File: src/rtl/cpd_pkg.sv
// Package for the CRC-framed packet deframer.
// Holds result types, event/status codes, register indexes and the CRC-16 byte update.
// No dependencies.
`timescale 1ns / 1ps

package cpd_pkg;

  localparam int unsigned MaxPayload = 256;

  localparam logic [15:0] CrcPoly = 16'h1021;
  localparam logic [15:0] CrcMsb  = 16'h8000;
  localparam logic [15:0] CrcSeed = 16'hFFFF;

  localparam logic [7:0] MagicM = 8'h4D;
  localparam logic [7:0] MagicC = 8'h43;
  localparam logic [7:0] MagicH = 8'h48;
  localparam logic [7:0] MagicT = 8'h54;

  localparam logic [1:0] EvHeader = 2'd0;
  localparam logic [1:0] EvData   = 2'd1;
  localparam logic [1:0] EvReject = 2'd2;

  localparam logic [1:0] StOk      = 2'd0;
  localparam logic [1:0] StCrcBad  = 2'd1;
  localparam logic [1:0] StBadVer  = 2'd2;
  localparam logic [1:0] StTooLong = 2'd3;

  localparam int unsigned CfgIdxW  = 2;
  localparam int unsigned CfgDataW = 9;
  localparam logic [CfgIdxW-1:0] RegExpVersion = 2'd0;
  localparam logic [CfgIdxW-1:0] RegMaxLen     = 2'd1;

  localparam logic [7:0] ExpVersionReset = 8'd1;
  localparam logic [8:0] MaxLenReset     = 9'd256;

  typedef struct packed {
    logic [1:0] event_res;
    logic [7:0] msg_type;
    logic [7:0] frame_flags;
    logic [8:0] payload_len;
    logic [7:0] data;
    logic       last;
    logic [1:0] status;
  } res_t;

  typedef struct packed {
    logic                we;
    logic [CfgIdxW-1:0]  idx;
    logic [CfgDataW-1:0] data;
  } cfg_t;

  function automatic logic [15:0] crc16_byte(logic [15:0] crc, logic [7:0] b);
    logic [15:0] c;
    c = crc ^ {b, 8'h00};
    for (int i = 0; i < 8; i++) begin
      if ((c & CrcMsb) != 16'h0000) begin
        c = (c << 1) ^ CrcPoly;
      end else begin
        c = c << 1;
      end
    end
    return c;
  endfunction

  function automatic logic [7:0] magic_byte(logic [1:0] idx);
    logic [7:0] m;
    case (idx)
      2'd0:    m = MagicM;
      2'd1:    m = MagicC;
      2'd2:    m = MagicH;
      default: m = MagicT;
    endcase
    return m;
  endfunction

endpackage

File: src/rtl/cpd_in_if.sv
// Input channel of the deframer: one received byte per word.
// No dependencies.
`timescale 1ns / 1ps

interface cpd_in_if;
  logic       valid;
  logic       ready;
  logic [7:0] rx_byte;

  modport source (output valid, output rx_byte, input ready);
  modport sink   (input valid, input rx_byte, output ready);
endinterface

File: src/rtl/cpd_out_if.sv
// Result channel of the deframer: header, payload or reject words.
// No dependencies.
`timescale 1ns / 1ps

interface cpd_out_if;
  logic       valid;
  logic       ready;
  logic [1:0] event_res;
  logic [7:0] msg_type;
  logic [7:0] frame_flags;
  logic [8:0] payload_len;
  logic [7:0] data;
  logic       last;
  logic [1:0] status;

  modport source (output valid, output event_res, output msg_type, output frame_flags,
                  output payload_len, output data, output last, output status,
                  input ready);
  modport sink   (input valid, input event_res, input msg_type, input frame_flags,
                  input payload_len, input data, input last, input status,
                  output ready);
endinterface

File: src/rtl/crc_framed_packet_deframer.sv
// Top level of the CRC-framed packet deframer: input register, parser, result register.
// Depends on cpd_pkg, cpd_in_if, cpd_out_if and cpd_frame_fsm.
`timescale 1ns / 1ps

// Takes one received byte per word and accepts a new word every cycle unless stalled.
// A byte is latched in an input register, parsed as it leaves that register (magic hunt,
// header, length check, one byte-wide CRC-16 update) and its result, if any, lands in the
// result register, from which it is taken when the result side is ready. A stall on the
// result side backs up through the input register. One result at most per byte: a header
// after the CRC field, one per payload byte, or a reject on bad version or length.
module crc_framed_packet_deframer (
  input  logic                           clk_i,
  input  logic                           rst_ni,
  input  logic                           cfg_we_i,
  input  logic [cpd_pkg::CfgIdxW-1:0]    cfg_idx_i,
  input  logic [cpd_pkg::CfgDataW-1:0]   cfg_data_i,
  cpd_in_if.sink                         rx_i,
  cpd_out_if.source                      res_o
);
  import cpd_pkg::*;

  logic       in_vld_q;
  logic [7:0] in_byte_q;
  logic       out_vld_q, out_vld_d;
  res_t       out_q;
  logic       advance, emit;
  res_t       res;
  cfg_t       cfg;

  assign cfg.we   = cfg_we_i;
  assign cfg.idx  = cfg_idx_i;
  assign cfg.data = cfg_data_i;

  assign advance  = in_vld_q && (!out_vld_q || res_o.ready);
  assign rx_i.ready = !in_vld_q || advance;

  cpd_frame_fsm u_fsm (
    .clk_i  (clk_i),
    .rst_ni (rst_ni),
    .cfg_i  (cfg),
    .step_i (advance),
    .byte_i (in_byte_q),
    .emit_o (emit),
    .res_o  (res)
  );

  always_comb begin
    out_vld_d = out_vld_q;
    if (advance) begin
      out_vld_d = emit;
    end else if (res_o.ready) begin
      out_vld_d = 1'b0;
    end
  end

  always_ff @(posedge clk_i or negedge rst_ni) begin
    if (!rst_ni) begin
      in_vld_q  <= 1'b0;
      out_vld_q <= 1'b0;
    end else begin
      if (rx_i.ready) begin
        in_vld_q <= rx_i.valid;
      end
      out_vld_q <= out_vld_d;
    end
  end

  always_ff @(posedge clk_i) begin
    if (rx_i.ready && rx_i.valid) begin
      in_byte_q <= rx_i.rx_byte;
    end
    if (advance && emit) begin
      out_q <= res;
    end
  end

  assign res_o.valid       = out_vld_q;
  assign res_o.event_res   = out_q.event_res;
  assign res_o.msg_type    = out_q.msg_type;
  assign res_o.frame_flags = out_q.frame_flags;
  assign res_o.payload_len = out_q.payload_len;
  assign res_o.data        = out_q.data;
  assign res_o.last        = out_q.last;
  assign res_o.status      = out_q.status;

endmodule

File: src/rtl/cpd_frame_fsm.sv
// Frame parser: magic hunt, header fields, length check, CRC-16 and result build.
// Depends on cpd_pkg. Holds the configuration registers.
`timescale 1ns / 1ps

module cpd_frame_fsm (
  input  logic          clk_i,
  input  logic          rst_ni,
  input  cpd_pkg::cfg_t cfg_i,
  input  logic          step_i,
  input  logic [7:0]    byte_i,
  output logic          emit_o,
  output cpd_pkg::res_t res_o
);
  import cpd_pkg::*;

  localparam logic [3:0] PhVersion = 4'd4;
  localparam logic [3:0] PhType    = 4'd5;
  localparam logic [3:0] PhFlags   = 4'd6;
  localparam logic [3:0] PhLenLo   = 4'd7;
  localparam logic [3:0] PhLenHi   = 4'd8;
  localparam logic [3:0] PhCrcLo   = 4'd9;
  localparam logic [3:0] PhCrcHi   = 4'd10;
  localparam logic [3:0] PhPayload = 4'd11;

  logic [7:0]  exp_ver_q;
  logic [8:0]  max_len_q;
  logic [3:0]  phase_q, phase_d;
  logic [8:0]  cnt_q, cnt_d;
  logic [15:0] crc_q, crc_d;
  logic [15:0] rcrc_q, rcrc_d;
  logic [8:0]  flen_q, flen_d;
  logic [7:0]  len_lo_q, len_lo_d;
  logic [7:0]  type_q, type_d;
  logic [7:0]  flags_q, flags_d;

  logic [15:0] crc_b, crc_z, len16;
  logic [8:0]  len_sat, cnt_inc;

  always_ff @(posedge clk_i or negedge rst_ni) begin
    if (!rst_ni) begin
      exp_ver_q <= ExpVersionReset;
      max_len_q <= MaxLenReset;
    end else if (cfg_i.we) begin
      if (cfg_i.idx == RegExpVersion) begin
        exp_ver_q <= cfg_i.data[7:0];
      end else if (cfg_i.idx == RegMaxLen) begin
        max_len_q <= cfg_i.data;
      end
    end
  end

  assign crc_b   = crc16_byte(crc_q, byte_i);
  assign crc_z   = crc16_byte(crc_q, 8'h00);
  assign len16   = {byte_i, len_lo_q};
  assign len_sat = (len16 > 16'd511) ? 9'd511 : len16[8:0];
  assign cnt_inc = cnt_q + 9'd1;

  always_comb begin
    phase_d  = phase_q;
    cnt_d    = cnt_q;
    crc_d    = crc_q;
    rcrc_d   = rcrc_q;
    flen_d   = flen_q;
    len_lo_d = len_lo_q;
    type_d   = type_q;
    flags_d  = flags_q;
    emit_o   = 1'b0;
    res_o    = '0;

    if (phase_q < PhVersion) begin
      if (byte_i == magic_byte(phase_q[1:0])) begin
        phase_d = phase_q + 4'd1;
      end else begin
        phase_d = (byte_i == MagicM) ? 4'd1 : 4'd0;
      end
      if (phase_d == PhVersion) begin
        crc_d = CrcSeed;
        cnt_d = '0;
      end
    end else begin
      case (phase_q)
        PhVersion: begin
          if (byte_i != exp_ver_q) begin
            phase_d = '0; cnt_d = '0; crc_d = CrcSeed; rcrc_d = '0;
            flen_d = '0; len_lo_d = '0; type_d = '0; flags_d = '0;
            emit_o = 1'b1;
            res_o.event_res = EvReject;
            res_o.last      = 1'b1;
            res_o.status    = StBadVer;
          end else begin
            crc_d   = crc_b;
            phase_d = PhType;
          end
        end
        PhType: begin
          type_d  = byte_i;
          crc_d   = crc_b;
          phase_d = PhFlags;
        end
        PhFlags: begin
          flags_d = byte_i;
          crc_d   = crc_b;
          phase_d = PhLenLo;
        end
        PhLenLo: begin
          len_lo_d = byte_i;
          crc_d    = crc_b;
          phase_d  = PhLenHi;
        end
        PhLenHi: begin
          crc_d = crc_b;
          if (len16 > {7'd0, max_len_q} || len16 > 16'(MaxPayload)) begin
            phase_d = '0; cnt_d = '0; crc_d = CrcSeed; rcrc_d = '0;
            flen_d = '0; len_lo_d = '0; type_d = '0; flags_d = '0;
            emit_o = 1'b1;
            res_o.event_res   = EvReject;
            res_o.msg_type    = type_q;
            res_o.frame_flags = flags_q;
            res_o.payload_len = len_sat;
            res_o.last        = 1'b1;
            res_o.status      = StTooLong;
          end else begin
            flen_d  = len16[8:0];
            phase_d = PhCrcLo;
          end
        end
        PhCrcLo: begin
          rcrc_d  = {8'h00, byte_i};
          crc_d   = crc_z;
          phase_d = PhCrcHi;
        end
        PhCrcHi: begin
          emit_o = 1'b1;
          res_o.event_res   = EvHeader;
          res_o.msg_type    = type_q;
          res_o.frame_flags = flags_q;
          if (flen_q == '0) begin
            phase_d = '0; cnt_d = '0; crc_d = CrcSeed; rcrc_d = '0;
            flen_d = '0; len_lo_d = '0; type_d = '0; flags_d = '0;
            res_o.last   = 1'b1;
            res_o.status = (crc_z == {byte_i, rcrc_q[7:0]}) ? StOk : StCrcBad;
          end else begin
            rcrc_d  = {byte_i, rcrc_q[7:0]};
            crc_d   = crc_z;
            cnt_d   = '0;
            phase_d = PhPayload;
            res_o.payload_len = flen_q;
          end
        end
        PhPayload: begin
          emit_o = 1'b1;
          res_o.event_res   = EvData;
          res_o.msg_type    = type_q;
          res_o.frame_flags = flags_q;
          res_o.payload_len = flen_q;
          res_o.data        = byte_i;
          if (cnt_inc >= flen_q) begin
            phase_d = '0; cnt_d = '0; crc_d = CrcSeed; rcrc_d = '0;
            flen_d = '0; len_lo_d = '0; type_d = '0; flags_d = '0;
            res_o.last   = 1'b1;
            res_o.status = (crc_b == rcrc_q) ? StOk : StCrcBad;
          end else begin
            crc_d = crc_b;
            cnt_d = cnt_inc;
          end
        end
        default: begin
          phase_d = '0; cnt_d = '0; crc_d = CrcSeed; rcrc_d = '0;
          flen_d = '0; len_lo_d = '0; type_d = '0; flags_d = '0;
        end
      endcase
    end
  end

  always_ff @(posedge clk_i or negedge rst_ni) begin
    if (!rst_ni) begin
      phase_q  <= '0;
      cnt_q    <= '0;
      crc_q    <= CrcSeed;
      rcrc_q   <= '0;
      flen_q   <= '0;
      len_lo_q <= '0;
      type_q   <= '0;
      flags_q  <= '0;
    end else if (step_i) begin
      phase_q  <= phase_d;
      cnt_q    <= cnt_d;
      crc_q    <= crc_d;
      rcrc_q   <= rcrc_d;
      flen_q   <= flen_d;
      len_lo_q <= len_lo_d;
      type_q   <= type_d;
      flags_q  <= flags_d;
    end
  end

endmodule

File: src/flat_wrapper.sv
// flat-port wrapper written by rule: the top's interface ports become plain ports
module crc_framed_packet_deframer_flat import cpd_pkg::*;
  (clk_i, rst_ni, cfg_we_i, cfg_idx_i, cfg_data_i, rx_i_valid, rx_i_rx_byte, rx_i_ready, res_o_valid, res_o_event_res, res_o_msg_type, res_o_frame_flags, res_o_payload_len, res_o_data, res_o_last, res_o_status, res_o_ready);
  cpd_in_if rx_i_i ();
  cpd_out_if res_o_i ();
  input  logic clk_i;
  input  logic rst_ni;
  input  logic cfg_we_i;
  input  logic [cpd_pkg::CfgIdxW-1:0] cfg_idx_i;
  input  logic [cpd_pkg::CfgDataW-1:0] cfg_data_i;
  input wire logic [$bits(rx_i_i.valid)-1:0] rx_i_valid;
  input wire logic [$bits(rx_i_i.rx_byte)-1:0] rx_i_rx_byte;
  output wire logic [$bits(rx_i_i.ready)-1:0] rx_i_ready;
  output wire logic [$bits(res_o_i.valid)-1:0] res_o_valid;
  output wire logic [$bits(res_o_i.event_res)-1:0] res_o_event_res;
  output wire logic [$bits(res_o_i.msg_type)-1:0] res_o_msg_type;
  output wire logic [$bits(res_o_i.frame_flags)-1:0] res_o_frame_flags;
  output wire logic [$bits(res_o_i.payload_len)-1:0] res_o_payload_len;
  output wire logic [$bits(res_o_i.data)-1:0] res_o_data;
  output wire logic [$bits(res_o_i.last)-1:0] res_o_last;
  output wire logic [$bits(res_o_i.status)-1:0] res_o_status;
  input wire logic [$bits(res_o_i.ready)-1:0] res_o_ready;
  assign rx_i_i.valid = rx_i_valid;
  assign rx_i_i.rx_byte = rx_i_rx_byte;
  assign rx_i_ready = rx_i_i.ready;
  assign res_o_valid = res_o_i.valid;
  assign res_o_event_res = res_o_i.event_res;
  assign res_o_msg_type = res_o_i.msg_type;
  assign res_o_frame_flags = res_o_i.frame_flags;
  assign res_o_payload_len = res_o_i.payload_len;
  assign res_o_data = res_o_i.data;
  assign res_o_last = res_o_i.last;
  assign res_o_status = res_o_i.status;
  assign res_o_i.ready = res_o_ready;
  crc_framed_packet_deframer u_core (.clk_i(clk_i), .rst_ni(rst_ni), .cfg_we_i(cfg_we_i), .cfg_idx_i(cfg_idx_i), .cfg_data_i(cfg_data_i), .rx_i(rx_i_i), .res_o(res_o_i));
endmodule
File: config.mk
export PLATFORM = sky130hd
export DESIGN_NAME = crc_framed_packet_deframer_flat
export DESIGN_NICKNAME = d
export VERILOG_FILES = /design/src/rtl/cpd_pkg.sv /design/src/rtl/cpd_in_if.sv /design/src/rtl/cpd_out_if.sv /design/src/rtl/crc_framed_packet_deframer.sv /design/src/rtl/cpd_frame_fsm.sv /design/src/flat_wrapper.sv
export SDC_FILE = /design/constraint.sdc
export NUM_CORES = 1
export LEC_CHECK = 0
export ABC_AREA = 1
export BUFFER_PORTS_ARGS = -buffer_cell sky130_fd_sc_hd__buf_4
export CORE_AREA = 2 2 122 124
export CTS_CLUSTER_DIAMETER = 120
export DETAILED_ROUTE_END_ITERATION = 10
export DIE_AREA = 0 0 124 126
export MAX_ROUTING_LAYER = met4
export PLACE_DENSITY = 0.86
export RECOVER_POWER = 50
export SLEW_MARGIN = 20
export SYNTH_ARGS = -nofsm -noshare
export SYNTH_HDL_FRONTEND = slang
export SYNTH_SLANG_ARGS = --single-unit
File: constraint.sdc
create_clock -name clk_i -period 4.8 [get_ports clk_i]
set_clock_uncertainty 0.2 [all_clocks]
set_input_delay 1.2 -clock clk_i [delete_from_list [all_inputs] [get_ports clk_i]]
set_output_delay 1.2 -clock clk_i [all_outputs]
set_load 0.01 [all_outputs]
==> qor.yml, run 1 <==
layout:
  syn_to_final_growth_pct: 11.65
  final_nets: 1352
  diodes: 0
  filler_cell_count: 1137
  fin_area_um2: 10180
  final_common_cell: "nand2_1"
  final_cell_mix: "nand2_1 (392), nor2_1 (158), inv_1 (144)"
  layoutNonFillerInstCount: 1502
  drive_above_1_share: 0.1161
power_and_ir_drop:
  power_density_nw_per_um2: 612.1
  p_leak_uw: 0.005022
  max-vdd-ir-drop_uv: 334.4
  p_total_uw: 6234
yosys:
  synth_area_per_cell_um2: 7.291
  mappedNetlistArea_um2: 9121
  synth.distinct_cells: 42
  yosysSeqAreaShare: 0.4200
  yosysWarnings: 0
  synth_fp_nets: 1298
  synth_seq_cells: 143
  syn_inst: 1251
min_path:
  hold_path_class: "reg2reg"
  min-delay-start: "u_core.u_fsm.max_len_q[6]$_DFFE_PN0P_"
floorplan:
  start_util: 0.6372
  num_rows: 44
  die_w_um: 124
  io_pins: 64
  die_area_um2: 15620
  die_height_um: 126
  core_area_um2: 14310
sta:
  slew_headroom: -0.4430
  max_freq_mhz: 245.2
  tightest_slew_ps: 2164
  period_share: 0.8495
  setup_viol: 0
  drv_slew: 39
  tns_ps: 0
  final_hold_viol_count: 0
  fin_crit_ps: 4078
  rsz0062_at_grt: "no"
critical_path:
  cp_data_arrival_time_ps: 4010
  critPathLaunch: "u_core.u_fsm.phase_q[0]$_DFFE_PN0P_"
  crit_type: "reg2reg"
  end_kind: "register"
  required_ps: 4730
  cp-start-kind: "register"
  r2r_start: "u_core.u_fsm.phase_q[0]$_DFFE_PN0P_"
  crit_fanout: 38
detailed_routing:
  vias: 8743
  wl_per_cell_um: 17.67
  drtIter0Drc: 1029
  detail-route-antenna-nets: 0
  drc: 0
  routed_wl_um: 26550
  drt-vias-per-instance: 5.821
  drtPass1Iterations: 7
global_route:
  antenna_found_initial: 0
  grt_overflow: 0
  grt_pass1_vias: 8125
  grt_pass1_wl_um: 42390
  grt_use_total: 0.3687
  grt_max_degree: 39
clocking:
  clkSinkCount: 143
  clock_latency_ps: 440
  cts.repair.resized: 0
  holdBufCountCts: 0
  clkTransAtPathRegs_ps: 60
  cts_setup_buffers: 0
  clockRootBuffer: "clkbuf_16"
  clock_path_buffers: 2
  cts_buffers: 17
  cts_tree: "done"
  h-tree-depth: 4
placement:
  place_hpwl_um: 18590
  gp_congestion: 1.014
  post-place-cells: 1470
  io_buffers: 63
  postPlaceCellArea_um2: 9641
status:
  failed_checks: "max-capacitance violations, max-slew violations"
  outcome: "finished with violations"
run:
  maxCapViolCount: 1
==> cells in the mapped netlist (all sizes together) <==
master / n / share of area
a21boi: 1 / 0.00082
nand3b: 6 / 0.0049
nand4: 31 / 0.024
a31oi: 1 / 0.00069
a21oi: 22 / 0.012
buf: 33 / 0.027
xor2: 15 / 0.014
edfxtp: 46 / 0.15
ha: 23 / 0.032
dfstp: 18 / 0.052
clkinv: 1 / 0.00041
xnor2: 15 / 0.014
clkbuf: 7 / 0.0029
or2: 1 / 0.00069
o21ai: 97 / 0.054
nand2: 401 / 0.17
nor3b: 3 / 0.0025
o22a: 1 / 0.00096
nor2: 181 / 0.087
nor3: 8 / 0.0044
o22ai: 14 / 0.0096
a21o: 2 / 0.0016
inv: 156 / 0.065
nand3: 89 / 0.053
dfrtp: 79 / 0.22
==> logic make-up after synthesis <==
group | count (synthesis) | share of synthesized area
adder cells (fa/ha/maj) | 23 | 0.03155
AND/OR/NAND/NOR | 720 | 0.3442
XOR/XNOR | 30 | 0.02881
flip-flops | 143 | 0.4200
buffers and inverters | 197 | 0.09520
AO/OA/AOI/OAI | 138 | 0.08025
==> worst paths after layout <==
kind                                                          end  slack, ps  depth (start not counted)
setup / recovery           u_core.res_o.msg_type[2]$_SDFFCE_PP0P_        720                          9
hold / removal              u_core.u_fsm.max_len_q[6]$_DFFE_PN0P_        280                          2
setup reg to reg           u_core.res_o.msg_type[2]$_SDFFCE_PP0P_        720                          9
hold reg to reg             u_core.u_fsm.max_len_q[6]$_DFFE_PN0P_        280                          2
max in group asynchronous      u_core.u_fsm.rcrc_q[4]$_DFFE_PN0P_       1430                          2
min in group asynchronous   u_core.u_fsm.max_len_q[7]$_DFFE_PN0P_       1190                          1
==> critical path, stage by stage, from the launching register on <==
cell      delay [ps]
dfrtp_1          450
ha_1             310
nand2_1           90
clkbuf_1         770
inv_1            410
nor2_1           520
nand2_1          160
o21ai_0          440
inv_1             80
buf_4            300
==> per-layer routing <==
layer	vias up	track usage	part of all wire
met3	85	0.08016	0.11
met4	0	0.1732	0.038
li1	4103	-	-
met1	4023	0.4898	0.40
met5	-	-	0
met2	532	0.5381	0.45
==> through the flow <==
step / worst slack [ps] / hold WS (ps) / util
2_1_floorplan: 1837 / 241.9 / -
3_3_place_gp: 1311 / 256.3 / 0.6735
3_5_place_dp: 1176 / 265.0 / 0.6735
4_1_cts: 1153 / 288.4 / 0.7182
5_1_grt: 591.2 / 315.8 / 0.7115
6_report: 722.5 / 282.7 / 0.7115
==> report_power, final <==
group	switching, uW	leakage [uW]	internal [uW]
registers	251	0.00168	1640
clock network	541	0.000305	900
logic	2030	0.00304	873
==> final cells by class <==
cell class	instances	area (um2)	share of cell area
sequential	143	3831	0.3762
tap	184	230.2	0.02261
multi-input combinational	911	4422	0.4342
inverter	157	594.3	0.05836
clock inverter	12	182.7	0.01794
clock buffer	20	456.7	0.04485
timing repair buffer	75	466.7	0.04583
==> registers in the layout, summed over array words and instances (netlist names), 9 cells and up <==
register                  cells
u_core.u_fsm.flen_q           9
u_core.res_o.payload_len      9
u_core.u_fsm.max_len_q        9
u_core.u_fsm.crc_q           16
u_core.u_fsm.rcrc_q          16
u_core.u_fsm.cnt_q            9
(Power assumes the default switching activity.)
==> run 2: changes to the inputs <==
--- a/config.mk
+++ b/config.mk
@@ -7,12 +7,12 @@
 export LEC_CHECK = 0
 export ABC_AREA = 1
 export BUFFER_PORTS_ARGS = -buffer_cell sky130_fd_sc_hd__buf_4
-export CORE_AREA = 2 2 122 124
+export CORE_AREA = 2 2 125 127
 export CTS_CLUSTER_DIAMETER = 120
 export DETAILED_ROUTE_END_ITERATION = 10
-export DIE_AREA = 0 0 124 126
+export DIE_AREA = 0 0 127 129
 export MAX_ROUTING_LAYER = met4
-export PLACE_DENSITY = 0.86
+export PLACE_DENSITY = 0.82
 export RECOVER_POWER = 50
 export SLEW_MARGIN = 20
 export SYNTH_ARGS = -nofsm -noshare
==> constraint.sdc (replaced) <==
create_clock -name clk_i -period 4.1 [get_ports clk_i]
set_clock_uncertainty 0.2 [all_clocks]
set_input_delay 1.025 -clock clk_i [delete_from_list [all_inputs] [get_ports clk_i]]
set_output_delay 1.025 -clock clk_i [all_outputs]
set_load 0.01 [all_outputs]
==> run 2 against run 1 <==
Compared with the run above: the run still ends with max-capacitance violations, max-slew violations left; combinational power is 15% higher; global-route usage is 3.3 points lower; core utilization is 3.2 points lower; highest routed layer unchanged; die area is 4.9% higher; critical path depth is 8 higher; worst hold slack better by 6.7 ps; largest power group unchanged; worst setup slack worse by 220 ps; count of clock-buffer cells in the layout is 1 higher; maximum frequency is 13% higher; critical path type unchanged; wire length is 3.5% lower; cell count is 0.33% higher.
==> qor.yml, run 2 (same netlist as run 1, synthesis figures left out) <==
run:
  maxCapViolCount: 1
floorplan:
  start_util: 0.6090
  die_w_um: 127
  core_area_um2: 14980
  die_area_um2: 16380
  num_rows: 45
  io_pins: 64
  die_height_um: 129
critical_path:
  end_kind: "register"
  crit_type: "reg2reg"
  cp_slowest_stage_delay_ps: 420
  path_cells: "ha_1 -> nand2_1 -> nor2_1 -> nand4_1 -> or2_2 -> nand2_1 -> inv_1 -> ha_1 -> nand2_1 -> nor2_1 -> nand3b_1 -> nand4_2 -> nand3_2 -> nor2_4 -> nand2_2 -> nand2_1 -> nand2_1"
  cp_slowest_cell: "dfrtp_1"
  cp_common_cell: "nand2_1"
  cp_top_family: "simple AND/OR/NAND/NOR gates"
  cp_data_arrival_time_ps: 3720
  required_ps: 4220
  critPathBufInv: 1
  cp-start-kind: "register"
  crit_fanout: 17
clocking:
  clock_latency_ps: 440
  h-tree-depth: 4
  holdBufCountCts: 0
  cts_tree: "done"
  clkSinkCount: 143
  clock_path_buffers: 2
  clockRootBuffer: "clkbuf_16"
  cts_buffers: 17
  clkTransAtPathRegs_ps: 70
  cts_setup_buffers: 0
  cts.repair.resized: 0
placement:
  postPlaceCellArea_um2: 9666
  gp_congestion: 1.018
  place_hpwl_um: 18550
  dp_slack_ps: 585.4
  io_buffers: 63
power_and_ir_drop:
  p_leak_uw: 0.005004
  max-vdd-ir-drop_uv: 365.2
  power_density_nw_per_um2: 701.5
sta:
  rsz0062_at_grt: "no"
  drv_slew: 47
  holdWs_ps: 289.3
  fin_crit_ps: 3597
  max_freq_mhz: 278.0
  tns_ps: 0
  tightest_slew_ps: 2594
  period_share: 0.8774
  setup_ws_ps: 502.6
  final_hold_viol_count: 0
  slew_headroom: -0.7292
  setup_viol: 0
global_route:
  grt_overflow: 0
  antenna_found_initial: 0
  grt_pass1_wl_um: 40810
  grt_pass1_vias: 7805
  grt_max_degree: 52
  grt_use_total: 0.3354
layout:
  fin_area_um2: 10170
  drive_above_1_share: 0.1160
  final_nets: 1353
  final_cell_mix: "nand2_1 (392), nor2_1 (158), inv_1 (143)"
  multi_input_area_um2: 4422
  largest_registers: "u_core.u_fsm.crc_q x16, u_core.u_fsm.rcrc_q x16"
  final_common_cell: "nand2_1"
  filler_cell_count: 1255
  ff_latch_area_um2: 3831
  syn_to_final_growth_pct: 11.55
  diodes: 0
detailed_routing:
  drtIter0Drc: 989
  vias: 8516
  wl_per_cell_um: 17.01
  detail-route-antenna-nets: 0
  drc: 0
  drtPass1Iterations: 8
  drt-vias-per-instance: 5.651
  routed_wl_um: 25630
status:
  outcome: "finished with violations"
  failed_checks: "max-capacitance violations, max-slew violations"
min_path:
  hold_path_class: "reg2reg"
==> run 2: metrics by stage <==
step / util / cells / total power (uW)
after floorplan: - / 1251 / 4650
after global placement: 0.6454 / 1475 / 5457
after detailed placement: 0.6454 / 1475 / 5521
after CTS: 0.6859 / 1507 / 7130
after global routing: 0.6794 / 1507 / 7675
final: 0.6794 / 1507 / 7138
==> run 2: routing by layer <==
metal | routed length [um] | global-route usage | share of wire | vias up
met1 | 10840 | 0.4561 | 0.42 | 3909
met2 | 11290 | 0.5063 | 0.44 | 437
li1 | - | - | - | 4111
met3 | 2787 | 0.06195 | 0.11 | 59
met4 | 704 | 0.1222 | 0.027 | 0
met5 | 0 | - | 0 | -
==> run 2: path summary, 6_finish.rpt <==
kind	start	end	slack [ps]	depth (start not counted)
max	u_core.u_fsm.cnt_q[0]$_DFFE_PN0P_	u_core.u_fsm.rcrc_q[1]$_DFFE_PN0P_	500	17
min	u_core.u_fsm.max_len_q[2]$_DFFE_PN0P_	u_core.u_fsm.max_len_q[2]$_DFFE_PN0P_	290	2
max reg2reg	u_core.u_fsm.cnt_q[0]$_DFFE_PN0P_	u_core.u_fsm.rcrc_q[1]$_DFFE_PN0P_	500	17
min reg2reg	u_core.u_fsm.max_len_q[2]$_DFFE_PN0P_	u_core.u_fsm.max_len_q[2]$_DFFE_PN0P_	290	2
max in group asynchronous	rst_ni	u_core.u_fsm.rcrc_q[7]$_DFFE_PN0P_	1020	1
min in group asynchronous	rst_ni	u_core.u_fsm.max_len_q[6]$_DFFE_PN0P_	1180	1
==> run 2: report_power, final <==
part	leakage (uW)	switching (uW)	internal, uW
Combinational	0.00304	2310	1020
Clock	0.000285	616	979
Sequential	0.00168	297	1920
==> run 2: area by class of cell <==
type,instances,area share
inverter,157,0.05841
multi-input combinational,911,0.4346
clock buffer,21,0.04427
tap,188,0.02312
timing repair buffer,76,0.04771
sequential,143,0.3765
clock inverter,11,0.01537
==> run 2: tightest hold or removal path: cells and delay by family, from the launching register on <==
family | cells | cell delay [ps]
AOI/OAI and AO/OA | 1 | 60
DFF | 1 | 340
and+or+nand+nor | 1 | 50
==> run 3: changes to the inputs <==
--- a/config.mk
+++ b/config.mk
@@ -5,14 +5,13 @@
 export SDC_FILE = /design/constraint.sdc
 export NUM_CORES = 1
 export LEC_CHECK = 0
-export ABC_AREA = 1
 export BUFFER_PORTS_ARGS = -buffer_cell sky130_fd_sc_hd__buf_4
-export CORE_AREA = 2 2 125 127
+export CORE_AREA = 2 2 117 119
 export CTS_CLUSTER_DIAMETER = 120
 export DETAILED_ROUTE_END_ITERATION = 10
-export DIE_AREA = 0 0 127 129
+export DIE_AREA = 0 0 119 121
 export MAX_ROUTING_LAYER = met4
-export PLACE_DENSITY = 0.82
+export PLACE_DENSITY = 0.81
 export RECOVER_POWER = 50
 export SLEW_MARGIN = 20
 export SYNTH_ARGS = -nofsm -noshare
==> run 3 against run 2 <==
Compared with the run above: critical endpoint is now u_core.u_fsm.type_q[7]$_DFFE_PN0P_; synthesized cell count decreased by 41%; the run still ends with max-capacitance violations, max-slew violations left; register-to-register slack got worse by 90 ps; first-iteration DRC count shrank 47%; largest cell class is now sequential cells; sequential power down 8%; core utilization rose by 0.82 points; sequential cell count unchanged; die area is 12% lower; critical path depth down 5; count of clock-buffer cells in the layout stayed put; worst hold slack improved by 13 ps.
==> qor.yml, run 3 <==
layout:
  layoutNonFillerInstCount: 991
  diodes: 0
  multi_input_area_um2: 3605
  final_cell_mix: "dfrtp_1 (79), nand2_1 (68), edfxtp_1 (46)"
  largest_registers: "u_core.u_fsm.crc_q x16, u_core.u_fsm.rcrc_q x16"
  final_common_cell: "dfrtp_1"
  filler_cell_count: 950
  drive_above_1_share: 0.1816
  ff_latch_area_um2: 3831
  syn_to_final_growth_pct: 16.10
  final_nets: 849
  fin_area_um2: 8997
clocking:
  cts_setup_buffers: 0
  clkTransAtPathRegs_ps: 60
  clkSinkCount: 143
  holdBufCountCts: 0
  h-tree-depth: 4
  cts.repair.resized: 0
  cts_buffers: 17
  clock_path_buffers: 2
  clockRootBuffer: "clkbuf_16"
  cts_tree: "done"
  clock_latency_ps: 430
detailed_routing:
  drtPass1Iterations: 5
  wl_per_cell_um: 18.74
  vias: 5976
  detail-route-antenna-nets: 0
  drc: 0
  drt-vias-per-instance: 6.030
  routed_wl_um: 18570
  drtIter0Drc: 523
sta:
  tns_ps: 0
  period_share: 0.8989
  setup_viol: 0
  holdWs_ps: 302.6
  rsz0062_at_grt: "no"
  drv_slew: 84
  max_freq_mhz: 271.3
  slew_headroom: -0.3783
  final_hold_viol_count: 0
  tightest_slew_ps: 2067
  fin_crit_ps: 3686
critical_path:
  reg2reg_depth: 12
  end_kind: "register"
  cp_slowest_cell: "dfrtp_1"
  r2r_end: "u_core.u_fsm.type_q[7]$_DFFE_PN0P_"
  path_cells: "and2_1 -> and3_1 -> and4_1 -> xor2_1 -> ha_1 -> and4_1 -> a21oi_1 -> o211ai_1 -> a311o_1 -> nand3_1 -> or3_1 -> mux2_2"
  critPathBufInv: 0
  r2r_setup_slack_ps: 410
  r2r_start: "u_core.u_fsm.cnt_q[2]$_DFFE_PN0P_"
  crit_type: "reg2reg"
  cp-start-kind: "register"
  crit_fanout: 8
  cp_slowest_stage_delay_ps: 400
  required_ps: 4220
  cp_data_arrival_time_ps: 3800
  cp_common_cell: "and4_1"
  cp_top_family: "simple AND/OR/NAND/NOR gates"
global_route:
  grt_overflow: 0
  met2_usage: 0.4364
  antenna_found_initial: 0
  grt_max_degree: 84
  grt.busiest_layer: "met2"
  grt_use_met3: 0.06344
  grt_use_total: 0.2781
  gr-usage-met1: 0.3499
  grt_pass1_wl_um: 29900
  grt_pass1_vias: 5888
yosys:
  synth_edf_count: 46
  syn_inst: 735
  synth.top_cells.by_area: "dfrtp_1 (26%), edfxtp_1 (18%), dfstp_2 (6.1%)"
  synth_top_cell_by_area: "dfrtp_1"
  synth_area_per_cell_um2: 10.54
  yosysSeqAreaShare: 0.4943
  synth_fp_nets: 782
  ys.flop_type: "dfrtp_1"
  mappedNetlistArea_um2: 7750
  synth_seq_cells: 143
  synthTopCellsByCount: "dfrtp_1 (79), nand2_1 (68), edfxtp_1 (46), inv_1 (45), nor2_1 (39)"
  synth_top_area_frac: 0.2551
  synth.distinct_cells: 60
  async_flop_share: 0.6783
  synth_most_common_cell: "dfrtp_1"
  yosysWarnings: 0
power_and_ir_drop:
  p_leak_uw: 0.003822
  power_density_nw_per_um2: 624.0
  clkPwrFrac: 0.292
  p_total_uw: 5614
  p_sw_uw: 1955
  seqPwrFrac: 0.362
  p_sw_frac: 0.3483
  comb_power_share: 0.346
  p_int_uw: 3659
  max-vdd-ir-drop_uv: 320.0
floorplan:
  num_rows: 42
  io_pins: 64
  core_area_um2: 13090
  die_area_um2: 14400
  die_w_um: 119
  start_util: 0.5923
  die_height_um: 121
placement:
  io_buffers: 63
  gp_congestion: 1.054
  postPlaceCellArea_um2: 8444
  post-place-cells: 958
  place_hpwl_um: 12970
min_path:
  hold_end: "u_core.u_fsm.type_q[6]$_DFFE_PN0P_"
  min-delay-start: "u_core.u_fsm.type_q[6]$_DFFE_PN0P_"
  hold_depth: 1
  hold_path_class: "reg2reg"
status:
  outcome: "finished with violations"
  failed_checks: "max-capacitance violations, max-slew violations"
run:
  maxCapViolCount: 1
## run 3: cell count changes in the layout (fill, tap and decap cells not counted), sizes merged, moves of 14 or more
| cell | previous run | this run |
|---|---|---|
| and3 | 0 | 28 |
| inv | 159 | 45 |
| mux2 | 0 | 33 |
| mux2i | 0 | 25 |
| nand2 | 401 | 68 |
| nand3 | 89 | 21 |
| nand4 | 31 | 10 |
| nor2 | 181 | 39 |
| nor2b | 0 | 19 |
| o21ai | 97 | 33 |
| o22a | 1 | 15 |
| xnor2 | 15 | 38 |
| xor2 | 15 | 36 |
## run 3: layout make-up
cell class | instances | area share
clock buffers | 21 | 0.05229
clock inverters | 11 | 0.01808
inverters | 46 | 0.01919
multi-input cells | 511 | 0.4006
flip-flops and latches | 143 | 0.4258
well taps | 176 | 0.02448
repair buffers | 83 | 0.05952
## run 3: worst register-to-register path, cell delays in order, from the launching register on
cell	delay [ps]
dfrtp_1	400
and2_1	180
and3_1	210
and4_1	210
xor2_1	220
ha_1	300
and4_1	220
a21oi_1	150
o211ai_1	120
a311o_1	380
nand3_1	230
or3_1	360
mux2_2	380
## run 3: stage by stage
stage               setup slack (ps)  utilization
floorplan                      173.5            -
global placement               594.6       0.6453
detailed placement             463.7       0.6453
CTS                            427.3       0.6937
global route                   183.9       0.6876
finish                         414.3       0.6876
## run 3: power groups by stage
stage | combinational [uW] | clock, uW | sequential (uW)
6_report | 1940 | 1640 | 2030
3_3_place_gp | 1860 | 0 | 2040
2_1_floorplan | 1420 | 0 | 2000
4_1_cts | 1940 | 1650 | 2030
3_5_place_dp | 1920 | 0 | 2050
5_1_grt | 2110 | 1720 | 2060
## run 3: worst max path at each step
stage	startpoint	end	slack [ps]	depth (start not counted)
detailed placement	u_core.u_fsm.cnt_q[2]$_DFFE_PN0P_	u_core.u_fsm.type_q[7]$_DFFE_PN0P_	460	12
finish	u_core.u_fsm.cnt_q[2]$_DFFE_PN0P_	u_core.u_fsm.type_q[7]$_DFFE_PN0P_	410	12
CTS	u_core.u_fsm.cnt_q[2]$_DFFE_PN0P_	u_core.u_fsm.type_q[7]$_DFFE_PN0P_	430	12
global route	u_core.u_fsm.cnt_q[2]$_DFFE_PN0P_	u_core.u_fsm.type_q[4]$_DFFE_PN0P_	180	12
global placement	u_core.u_fsm.cnt_q[2]$_DFFE_PN0P_	u_core.u_fsm.type_q[6]$_DFFE_PN0P_	590	12
floorplan	u_core.u_fsm.max_len_q[8]$_DFFE_PN1P_	u_core.res_o.data[0]$_SDFFCE_PP0P_	170	9
## run 3: kinds of logic after synthesis
kind of cell    after synthesis  synth area share
flops                       143            0.4943
buf+inv                      81           0.04149
mux                          58           0.08024
xor+xnor                     74           0.08363
fa+ha+maj                    23           0.03713
compound gates              124            0.1103
simple gates                232            0.1529
## run 3: routing by layer
layer  routed length, um  share of wire
met4                 575          0.031
met3                1401          0.075
met5                   0              0
met1                7667           0.41
met2                8925           0.48
